`src/rtl/sha256_pkg.sv`:
```
`timescale 1ns / 1ps
// ----------------------------------------------------------------------------
// SHA-256 package
// Round constants, initial hash values and the round helper functions.
// ----------------------------------------------------------------------------
package sha256_pkg;

   localparam int unsigned BlockBytes = 64;
   localparam int unsigned LenOffset  = 56;
   localparam logic [7:0]  PadByte    = 8'h80;

   typedef logic [31:0] word_type;

   typedef struct packed {
      logic start;
   } cmp_ctrl_type;

   function automatic word_type round_const(input logic [5:0] r);
      word_type k;
      case (r)
         6'd0: k = 32'h428a2f98; 6'd1: k = 32'h71374491; 6'd2: k = 32'hb5c0fbcf;
         6'd3: k = 32'he9b5dba5; 6'd4: k = 32'h3956c25b; 6'd5: k = 32'h59f111f1;
         6'd6: k = 32'h923f82a4; 6'd7: k = 32'hab1c5ed5; 6'd8: k = 32'hd807aa98;
         6'd9: k = 32'h12835b01; 6'd10: k = 32'h243185be; 6'd11: k = 32'h550c7dc3;
         6'd12: k = 32'h72be5d74; 6'd13: k = 32'h80deb1fe; 6'd14: k = 32'h9bdc06a7;
         6'd15: k = 32'hc19bf174; 6'd16: k = 32'he49b69c1; 6'd17: k = 32'hefbe4786;
         6'd18: k = 32'h0fc19dc6; 6'd19: k = 32'h240ca1cc; 6'd20: k = 32'h2de92c6f;
         6'd21: k = 32'h4a7484aa; 6'd22: k = 32'h5cb0a9dc; 6'd23: k = 32'h76f988da;
         6'd24: k = 32'h983e5152; 6'd25: k = 32'ha831c66d; 6'd26: k = 32'hb00327c8;
         6'd27: k = 32'hbf597fc7; 6'd28: k = 32'hc6e00bf3; 6'd29: k = 32'hd5a79147;
         6'd30: k = 32'h06ca6351; 6'd31: k = 32'h14292967; 6'd32: k = 32'h27b70a85;
         6'd33: k = 32'h2e1b2138; 6'd34: k = 32'h4d2c6dfc; 6'd35: k = 32'h53380d13;
         6'd36: k = 32'h650a7354; 6'd37: k = 32'h766a0abb; 6'd38: k = 32'h81c2c92e;
         6'd39: k = 32'h92722c85; 6'd40: k = 32'ha2bfe8a1; 6'd41: k = 32'ha81a664b;
         6'd42: k = 32'hc24b8b70; 6'd43: k = 32'hc76c51a3; 6'd44: k = 32'hd192e819;
         6'd45: k = 32'hd6990624; 6'd46: k = 32'hf40e3585; 6'd47: k = 32'h106aa070;
         6'd48: k = 32'h19a4c116; 6'd49: k = 32'h1e376c08; 6'd50: k = 32'h2748774c;
         6'd51: k = 32'h34b0bcb5; 6'd52: k = 32'h391c0cb3; 6'd53: k = 32'h4ed8aa4a;
         6'd54: k = 32'h5b9cca4f; 6'd55: k = 32'h682e6ff3; 6'd56: k = 32'h748f82ee;
         6'd57: k = 32'h78a5636f; 6'd58: k = 32'h84c87814; 6'd59: k = 32'h8cc70208;
         6'd60: k = 32'h90befffa; 6'd61: k = 32'ha4506ceb; 6'd62: k = 32'hbef9a3f7;
         default: k = 32'hc67178f2;
      endcase
      return k;
   endfunction

   function automatic word_type init_hash(input logic [2:0] i);
      word_type h;
      case (i)
         3'd0: h = 32'h6a09e667; 3'd1: h = 32'hbb67ae85;
         3'd2: h = 32'h3c6ef372; 3'd3: h = 32'ha54ff53a;
         3'd4: h = 32'h510e527f; 3'd5: h = 32'h9b05688c;
         3'd6: h = 32'h1f83d9ab; default: h = 32'h5be0cd19;
      endcase
      return h;
   endfunction

   function automatic word_type rotr(input word_type v, input int unsigned n);
      return (v >> n) | (v << (32 - n));
   endfunction

endpackage

```
`src/rtl/sha256_round.sv`:
```
`timescale 1ns / 1ps
// ----------------------------------------------------------------------------
// SHA-256 round engine
// Runs 64 rounds, one per cycle, over one block of sixteen message words,
// then adds the working variables into the chaining value.
// ----------------------------------------------------------------------------
module sha256_round (
   input  logic                   clock,
   input  logic                   reset,
   input  sha256_pkg::cmp_ctrl_type ctrl_in,
   output logic                   done,
   input  logic                   reload,
   input  sha256_pkg::word_type   msg_word [16],
   output sha256_pkg::word_type   chain [8]
);

   sha256_pkg::word_type chain_ff [8];
   sha256_pkg::word_type wv_ff [8];
   sha256_pkg::word_type win_ff [16];
   logic [5:0] round_ff;
   logic       busy_ff;
   logic       done_ff;

   sha256_pkg::word_type w, m2, m15, e, a, t1, t2;

   always_comb begin
      m2  = win_ff[round_ff[3:0] - 4'd2];
      m15 = win_ff[round_ff[3:0] - 4'd15];
      if (round_ff < 6'd16) begin
         w = msg_word[round_ff[3:0]];
      end else begin
         w = (sha256_pkg::rotr(m2, 17) ^ sha256_pkg::rotr(m2, 19) ^ (m2 >> 10))
             + win_ff[round_ff[3:0] - 4'd7]
             + (sha256_pkg::rotr(m15, 7) ^ sha256_pkg::rotr(m15, 18) ^ (m15 >> 3))
             + win_ff[round_ff[3:0]];
      end
      a = wv_ff[0];
      e = wv_ff[4];
      t1 = wv_ff[7] + (sha256_pkg::rotr(e, 6) ^ sha256_pkg::rotr(e, 11)
           ^ sha256_pkg::rotr(e, 25)) + ((e & wv_ff[5]) ^ (~e & wv_ff[6]))
           + sha256_pkg::round_const(round_ff) + w;
      t2 = (sha256_pkg::rotr(a, 2) ^ sha256_pkg::rotr(a, 13) ^ sha256_pkg::rotr(a, 22))
           + ((a & wv_ff[1]) ^ (a & wv_ff[2]) ^ (wv_ff[1] & wv_ff[2]));
   end

   always_ff @(posedge clock) begin
      if (reset) begin
         busy_ff  <= 1'b0;
         done_ff  <= 1'b0;
         round_ff <= '0;
         for (int i = 0; i < 8; i++) chain_ff[i] <= sha256_pkg::init_hash(3'(i));
      end else begin
         done_ff <= 1'b0;
         if (reload) begin
            for (int i = 0; i < 8; i++) chain_ff[i] <= sha256_pkg::init_hash(3'(i));
         end
         if (ctrl_in.start) begin
            busy_ff  <= 1'b1;
            round_ff <= '0;
            for (int i = 0; i < 8; i++) wv_ff[i] <= chain_ff[i];
         end else if (busy_ff) begin
            win_ff[round_ff[3:0]] <= w;
            wv_ff[7] <= wv_ff[6];
            wv_ff[6] <= wv_ff[5];
            wv_ff[5] <= wv_ff[4];
            wv_ff[4] <= wv_ff[3] + t1;
            wv_ff[3] <= wv_ff[2];
            wv_ff[2] <= wv_ff[1];
            wv_ff[1] <= wv_ff[0];
            wv_ff[0] <= t1 + t2;
            round_ff <= round_ff + 6'd1;
            if (round_ff == 6'd63) begin
               busy_ff <= 1'b0;
               done_ff <= 1'b1;
               // Feed-forward uses the final round's values directly.
               chain_ff[0] <= chain_ff[0] + t1 + t2;
               chain_ff[1] <= chain_ff[1] + wv_ff[0];
               chain_ff[2] <= chain_ff[2] + wv_ff[1];
               chain_ff[3] <= chain_ff[3] + wv_ff[2];
               chain_ff[4] <= chain_ff[4] + wv_ff[3] + t1;
               chain_ff[5] <= chain_ff[5] + wv_ff[4];
               chain_ff[6] <= chain_ff[6] + wv_ff[5];
               chain_ff[7] <= chain_ff[7] + wv_ff[6];
            end
         end
      end
   end

   assign done  = done_ff;
   assign chain = chain_ff;

endmodule

```
`src/rtl/sha256_byte_stream_hasher_core.sv`:
```
`timescale 1ns / 1ps
// ----------------------------------------------------------------------------
// SHA-256 byte stream hasher
// Byte-wide SHA-256 with message padding and a word-serial digest.
// ----------------------------------------------------------------------------
// Usage: each req_ beat carries at most one message byte (req_has_byte) and
// may close the message (req_end_of_message). A beat that fills the 64-byte
// block starts a compression in the round engine, one round per cycle, and
// req_stall stays high until that compression is done. Other bytes are taken
// back to back. An end beat pads the block, compresses it, and compresses a
// second block when 8 bytes or fewer were left for the pad byte and length,
// then presents eight rsp_ beats, word 0 first, rsp_last_word on the eighth.
// While rsp_stall is high the current word holds and no new request is
// taken. After the digest the chaining value returns to the initial hash
// for the next message. Reset clears the byte and bit counts and sets the
// chaining value to the initial hash; the block buffer needs no clearing
// since every byte is written before the round engine reads it.
// ----------------------------------------------------------------------------
module sha256_byte_stream_hasher_core (
   input  logic        clock,
   input  logic        reset,
   input  logic        req_valid,
   output logic        req_stall,
   input  logic        req_has_byte,
   input  logic [7:0]  req_data_byte,
   input  logic        req_end_of_message,
   output logic        rsp_valid,
   input  logic        rsp_stall,
   output logic [31:0] rsp_digest_word,
   output logic [2:0]  rsp_word_index,
   output logic        rsp_last_word
);

   localparam int unsigned LenWord = sha256_pkg::LenOffset / 4;

   typedef enum logic [6:0] {
      ST_IDLE  = 7'b0000001,
      ST_FULL  = 7'b0000010,
      ST_PAD   = 7'b0000100,
      ST_RUN   = 7'b0001000,
      ST_LEN   = 7'b0010000,
      ST_FINAL = 7'b0100000,
      ST_OUT   = 7'b1000000
   } state_type;

   state_type state_ff, state_in;
   // Block buffer held as sixteen big-endian words; bytes land in their lane.
   sha256_pkg::word_type buf_ff [16];
   logic [6:0]  fill_ff;
   logic [63:0] bits_ff;
   logic        pend_end_ff;   // end marker follows the current compression
   logic        last_blk_ff;   // current compression is the final one
   logic [2:0]  idx_ff;
   logic        go_ff;
   logic        reload;
   sha256_pkg::cmp_ctrl_type ctrl;
   logic        cmp_done;
   sha256_pkg::word_type chain [8];
   sha256_pkg::word_type pad_keep;
   sha256_pkg::word_type pad_word;
   logic [63:0] total;
   logic        accept;

   assign accept    = req_valid && !req_stall;
   assign req_stall = (state_ff != ST_IDLE);
   assign total     = bits_ff + {54'd0, fill_ff[5:0], 3'd0};
   assign ctrl.start = go_ff;

   // Bytes ahead of the pad byte in its word are kept; the rest are cleared.
   assign pad_keep = ~(32'hffff_ffff >> {fill_ff[1:0], 3'b000});
   assign pad_word = {24'd0, sha256_pkg::PadByte} << {~fill_ff[1:0], 3'b000};

   sha256_round u_round (
      .clock    (clock),
      .reset    (reset),
      .ctrl_in  (ctrl),
      .done     (cmp_done),
      .reload   (reload),
      .msg_word (buf_ff),
      .chain    (chain)
   );

   assign reload = (state_ff == ST_OUT) && !rsp_stall && (idx_ff == 3'd7);

   always_comb begin
      state_in = state_ff;
      case (state_ff)
         ST_IDLE: begin
            if (accept) begin
               if (req_has_byte && fill_ff == 7'(sha256_pkg::BlockBytes - 1)) begin
                  state_in = ST_FULL;
               end else if (req_end_of_message) begin
                  state_in = ST_PAD;
               end
            end
         end
         ST_FULL:  state_in = ST_RUN;
         ST_PAD:   state_in = ST_RUN;
         ST_LEN:   state_in = ST_RUN;
         ST_RUN: begin
            if (cmp_done) begin
               if (last_blk_ff) state_in = ST_OUT;
               else if (pend_end_ff) state_in = ST_FINAL;
               // Padded block without room for the length: send a second.
               else if (fill_ff != 7'd0) state_in = ST_LEN;
               else state_in = ST_IDLE;
            end
         end
         // Full block done; now pad the end marker that came with it.
         ST_FINAL: state_in = ST_PAD;
         ST_OUT: begin
            if (!rsp_stall && idx_ff == 3'd7) state_in = ST_IDLE;
         end
         default:  state_in = ST_IDLE;
      endcase
   end

   always_ff @(posedge clock) begin
      if (reset) begin
         state_ff    <= ST_IDLE;
         fill_ff     <= '0;
         bits_ff     <= '0;
         pend_end_ff <= 1'b0;
         last_blk_ff <= 1'b0;
         idx_ff      <= '0;
         go_ff       <= 1'b0;
      end else begin
         state_ff <= state_in;
         go_ff    <= 1'b0;
         case (state_ff)
            ST_IDLE: begin
               if (accept) begin
                  pend_end_ff <= req_end_of_message;
                  if (req_has_byte) begin
                     buf_ff[fill_ff[5:2]][{~fill_ff[1:0], 3'b000} +: 8] <= req_data_byte;
                     fill_ff <= fill_ff + 7'd1;
                  end
               end
            end
            ST_FULL: begin
               go_ff       <= 1'b1;
               last_blk_ff <= 1'b0;
               bits_ff     <= bits_ff + 64'd512;
               fill_ff     <= '0;
            end
            ST_PAD: begin
               pend_end_ff <= 1'b0;
               for (int j = 0; j < 16; j++) begin
                  if (fill_ff < 7'(sha256_pkg::LenOffset) && j == int'(LenWord)) begin
                     buf_ff[j] <= total[63:32];
                  end else if (fill_ff < 7'(sha256_pkg::LenOffset) && j > int'(LenWord)) begin
                     buf_ff[j] <= total[31:0];
                  end else if (4'(j) == fill_ff[5:2]) begin
                     buf_ff[j] <= (buf_ff[j] & pad_keep) | pad_word;
                  end else if (4'(j) > fill_ff[5:2]) begin
                     buf_ff[j] <= '0;
                  end
               end
               last_blk_ff <= (fill_ff < 7'(sha256_pkg::LenOffset));
               go_ff       <= 1'b1;
            end
            ST_LEN: begin
               for (int j = 0; j < int'(LenWord); j++) buf_ff[j] <= '0;
               buf_ff[4'(LenWord)]     <= total[63:32];
               buf_ff[4'(LenWord + 1)] <= total[31:0];
               last_blk_ff <= 1'b1;
               go_ff       <= 1'b1;
            end
            ST_RUN: begin
               if (cmp_done && last_blk_ff) idx_ff <= '0;
            end
            ST_OUT: begin
               if (!rsp_stall) begin
                  idx_ff <= idx_ff + 3'd1;
                  if (idx_ff == 3'd7) begin
                     fill_ff <= '0;
                     bits_ff <= '0;
                  end
               end
            end
            default: ;
         endcase
      end
   end

   assign rsp_valid       = (state_ff == ST_OUT);
   assign rsp_digest_word = chain[idx_ff];
   assign rsp_word_index  = idx_ff;
   assign rsp_last_word   = (idx_ff == 3'd7);

endmodule
```
`config.mk`:
```
export PLATFORM = sky130hd
export DESIGN_NAME = sha256_byte_stream_hasher_core
export DESIGN_NICKNAME = d
export VERILOG_FILES = /design/src/rtl/sha256_pkg.sv /design/src/rtl/sha256_round.sv /design/src/rtl/sha256_byte_stream_hasher_core.sv
export SDC_FILE = /design/constraint.sdc
export NUM_CORES = 2
export LEC_CHECK = 0
export BUFFER_PORTS_ARGS = -buffer_cell sky130_fd_sc_hd__buf_4
export CAP_MARGIN = 40
export CELL_PAD_IN_SITES_DETAIL_PLACEMENT = 0
export CELL_PAD_IN_SITES_GLOBAL_PLACEMENT = 1
export CORE_MARGIN = 4
export CORE_UTILIZATION = 53
export CTS_CLUSTER_DIAMETER = 60
export DETAILED_ROUTE_END_ITERATION = 7
export PLACE_DENSITY = 0.85
export SYNTH_ARGS = -nofsm -noshare
export SYNTH_HDL_FRONTEND = slang
export SYNTH_SLANG_ARGS = --single-unit
```
`constraint.sdc`:
```
create_clock -name clock -period 16.66 [get_ports clock]
set_clock_uncertainty 0.05 [all_clocks]
set_input_delay 3.332 -clock clock [delete_from_list [all_inputs] [get_ports clock]]
set_output_delay 3.332 -clock clock [all_outputs]
set_load 0.01 [all_outputs]
```
==> impl_metrics.ini <==
[logic_synthesis]
async_flop_share_pct = 0
synth_edf_count = 1280
synth_top_family_by_area = multiplexers
synth_fp_nets = 10600
synth_ff_type = edfxtp_1
ys_ff_latch = 1655
synthMuxAreaShare_pct = 15.9
synth-simple-area-share_pct = 10.6
yosys.area_share.adder_pct = 9.43
synth_compound_area_share_pct = 12.7
synth_cells = 9891
syn_area_mm2 = 0.109
yosysWarnings = 0
syn_avg_cell_area_um2 = 11.0
ys_seq_area_share_pct = 42.2
synth_xor_xnor_area_share_pct = 5.19
yosysUniqueCellTypes = 91

[sta]
period_share_pct = 81.9
drv_slew = 0
grt_setup_unrepaired = false
fin_setup_tns_ns = 0
finalCriticalPeriod_ns = 13.64
tightest_slew_ns = 1.41
finalHoldViolations = 0
relSlewSlack_pct = 5.90
worst_slack_ns = 3.02
max_freq_ghz = 0.0733
timing.hold.ws_ns = 0.410
setup_viol = 0

[worst_setup_path]
required_ns = 17.38
cp_slowest_stage_delay_ns = 0.85
cp-start-kind = flip-flop
cp_max_fo = 39
crit_arrival_ns = 14.35
crit_path_end_kind = flip-flop
cp_slowest_cell = ha_4
critPathKind = flip-flop to flip-flop

[clock_network]
clkSinkCount = 1655
post_cts_resize_count = 0
cts_buffer_depth = 3
post_cts_buffers = 0
cts_root_buffer = clkbuf_16
hold_buffers = 0
insertion_delay_ns = 0.87
cts_htree_levels = 4
clkTransAtPathRegs_ns = 0.06
cts_buffers = 188
cts_tree = yes

[pwr]
p_switching_mw = 5.27
p_comb_share_pct = 39.5
leakagePower_nw = 41.2
switching_share_pct = 36.1
vdd_drop_max_mv = 0.121
clkPwrFrac_pct = 29.2
p_int_mw = 9.32
p_per_area_mw_per_mm2 = 123
seq_power_share_pct = 31.3

[placement]
place_congestion = 1.00
dp_slack_ns = 3.19
post-dp-hpwl_um = 260000
numPortBuffers = 51
postPlaceCellArea_mm2 = 0.113

[die]
core_mm2 = 0.205
start_util_pct = 53.3
io_pins = 52
die_y_um = 461
die_area_mm2 = 0.213
die_w_um = 461
rows = 166

[routing]
viasPerCell = 6.75
drc_errors = 0
drt_wl_total_um = 367000
drt_iter0_markers = 12300
ant_nets = 0
wl_per_cell_um = 29.1
vias = 85100
first_pass_iters = 6

[outcome]
run_status = complete, no violations

[global_routing]
grt_pass1_wl_um = 545000
first_global_vias = 82100
gr-total-overflow = 0
grt_usage_pct = 34.2
antenna_found_initial = 10
grt_max_degree = 163

[final_layout]
fin_util_pct = 58.2
stdcell_area_mm2 = 0.119
finalNetCount = 10400
area_delta_synth_final_pct = 9.30
drive_gt1_share_pct = 14.8

[min_path]
hold_class = flip-flop to flip-flop

[job]
cap_violations = 0
-- synthesized netlist by cell type, types with 17 or more instances --
master / n / area, um2
edfxtp_1: 1280 / 38400
nor3b_1: 18 / 135
inv_1: 519 / 1950
and2_1: 33 / 206
a211oi_1: 41 / 308
fa_1: 227 / 4540
a21oi_1: 862 / 4310
o21ai_0: 528 / 2640
nor3_1: 158 / 791
o31ai_1: 33 / 248
xor2_1: 212 / 1860
or2_2: 26 / 163
xnor2_1: 416 / 3640
a22oi_1: 77 / 578
mux2_2: 65 / 732
nand2_1: 1452 / 5450
nand2b_1: 71 / 444
maj3_1: 31 / 310
or3_1: 54 / 338
o21a_1: 51 / 383
o311ai_0: 35 / 307
a21o_1: 178 / 1340
and3_1: 52 / 325
nand4_1: 27 / 169
o21bai_1: 58 / 435
mux4_2: 724 / 16300
o22ai_1: 42 / 263
clkbuf_1: 519 / 1950
o211ai_1: 41 / 308
a211o_1: 18 / 158
o22a_1: 102 / 893
nor4_1: 17 / 106
nor2_1: 522 / 1960
dfxtp_1: 375 / 7510
nor2b_1: 49 / 307
nand3_1: 178 / 891
ha_1: 433 / 5420
buf_1: 94 / 353
a31oi_1: 52 / 325
-- layout make-up --
class / count / area, um2
fillers: 16500 / 85500
clock buffers: 247 / 5120
clock inverters: 101 / 1160
multi-input cells: 7093 / 58900
diodes: 5 / 12.5
repair buffers: 296 / 2580
flip-flops and latches: 1655 / 46000
well taps: 2688 / 3360
inverters: 521 / 1960
-- worst max-delay path: cells and delay by family (launching register included) --
kind,cells,cell delay (ns)
AO/OA/AOI/OAI,15,4.27
adder cells (fa/ha/maj),8,3.88
buffers and inverters,6,1.27
XOR/XNOR,6,1.25
AND/OR/NAND/NOR,6,1.00
multiplexers,2,0.97
flip-flops,1,0.81
-- power by group through the flow --
stage,sequential [mW],combinational (mW),clock (mW)
floorplan,4.63,4.27,0
global placement,4.66,5.50,0
detailed placement,4.66,5.62,0
CTS,4.57,5.67,4.29
global route,4.58,6.34,4.46
finish,4.57,5.76,4.26
-- flip-flops by register name (all words and copies together) (netlist names), named ones only --
signal and flops:
bits_ff 55, buf_ff 512, u_round.chain 256, fill_ff 7, u_round.done 1, u_round.win_ff 512
pend_end_ff 1, u_round.busy_ff 1, u_round.round_ff 6, rsp_word_index 3, last_blk_ff 1, u_round.wv_ff 256
state_ff 7, ctrl 1
-- kinds of logic after synthesis --
kind of cell / count (synthesis)
AO/OA/AOI/OAI: 2265
flip-flops: 1655
XOR/XNOR: 636
buffers and inverters: 1143
AND/OR/NAND/NOR: 2694
multiplexers: 807
adder cells (fa/ha/maj): 691
-- per-layer routing --
layer | track usage (%) | share of wire, %
met1 | 44.9 | 37
met2 | 53.8 | 46
met3 | 7.30 | 11
met4 | 17.7 | 6.2
met5 | 0 | 0.0035
-- stage by stage --
step / std cells / total power [mW]
floorplan: 9891 / 8.90
global placement: 12200 / 10.2
detailed placement: 12300 / 10.3
CTS: 12600 / 14.5
global route: 12600 / 15.4
finish: 12600 / 14.6
-- cell usage in the layout, fill, tap and decap left out, types with 65 or more instances in the layout --
master	count
mux4_2	724
a21o_1	178
edfxtp_1	1280
nand2b_1	69
dfxtp_1	364
buf_4	256
fa_1	227
nor2_1	510
nor3_1	158
ha_1	431
xor2_1	212
o21ai_0	503
nand2_1	1447
inv_1	516
nand3_1	178
o22a_1	102
clkbuf_16	192
xnor2_1	416
mux2_2	65
a21oi_1	860
a22oi_1	77
-- path summary, 6_finish.rpt --
check                            from                 end  slack (ns)  cells past startpoint
setup / recovery  u_round.round_ff[0]  u_round.chain[255]        3.02                     43
hold / removal            pend_end_ff         state_ff[5]        0.41                      2
setup reg to reg  u_round.round_ff[0]  u_round.chain[255]        3.02                     43
hold reg to reg           pend_end_ff         state_ff[5]        0.41                      2
Power figures use the tool's default switching activity.
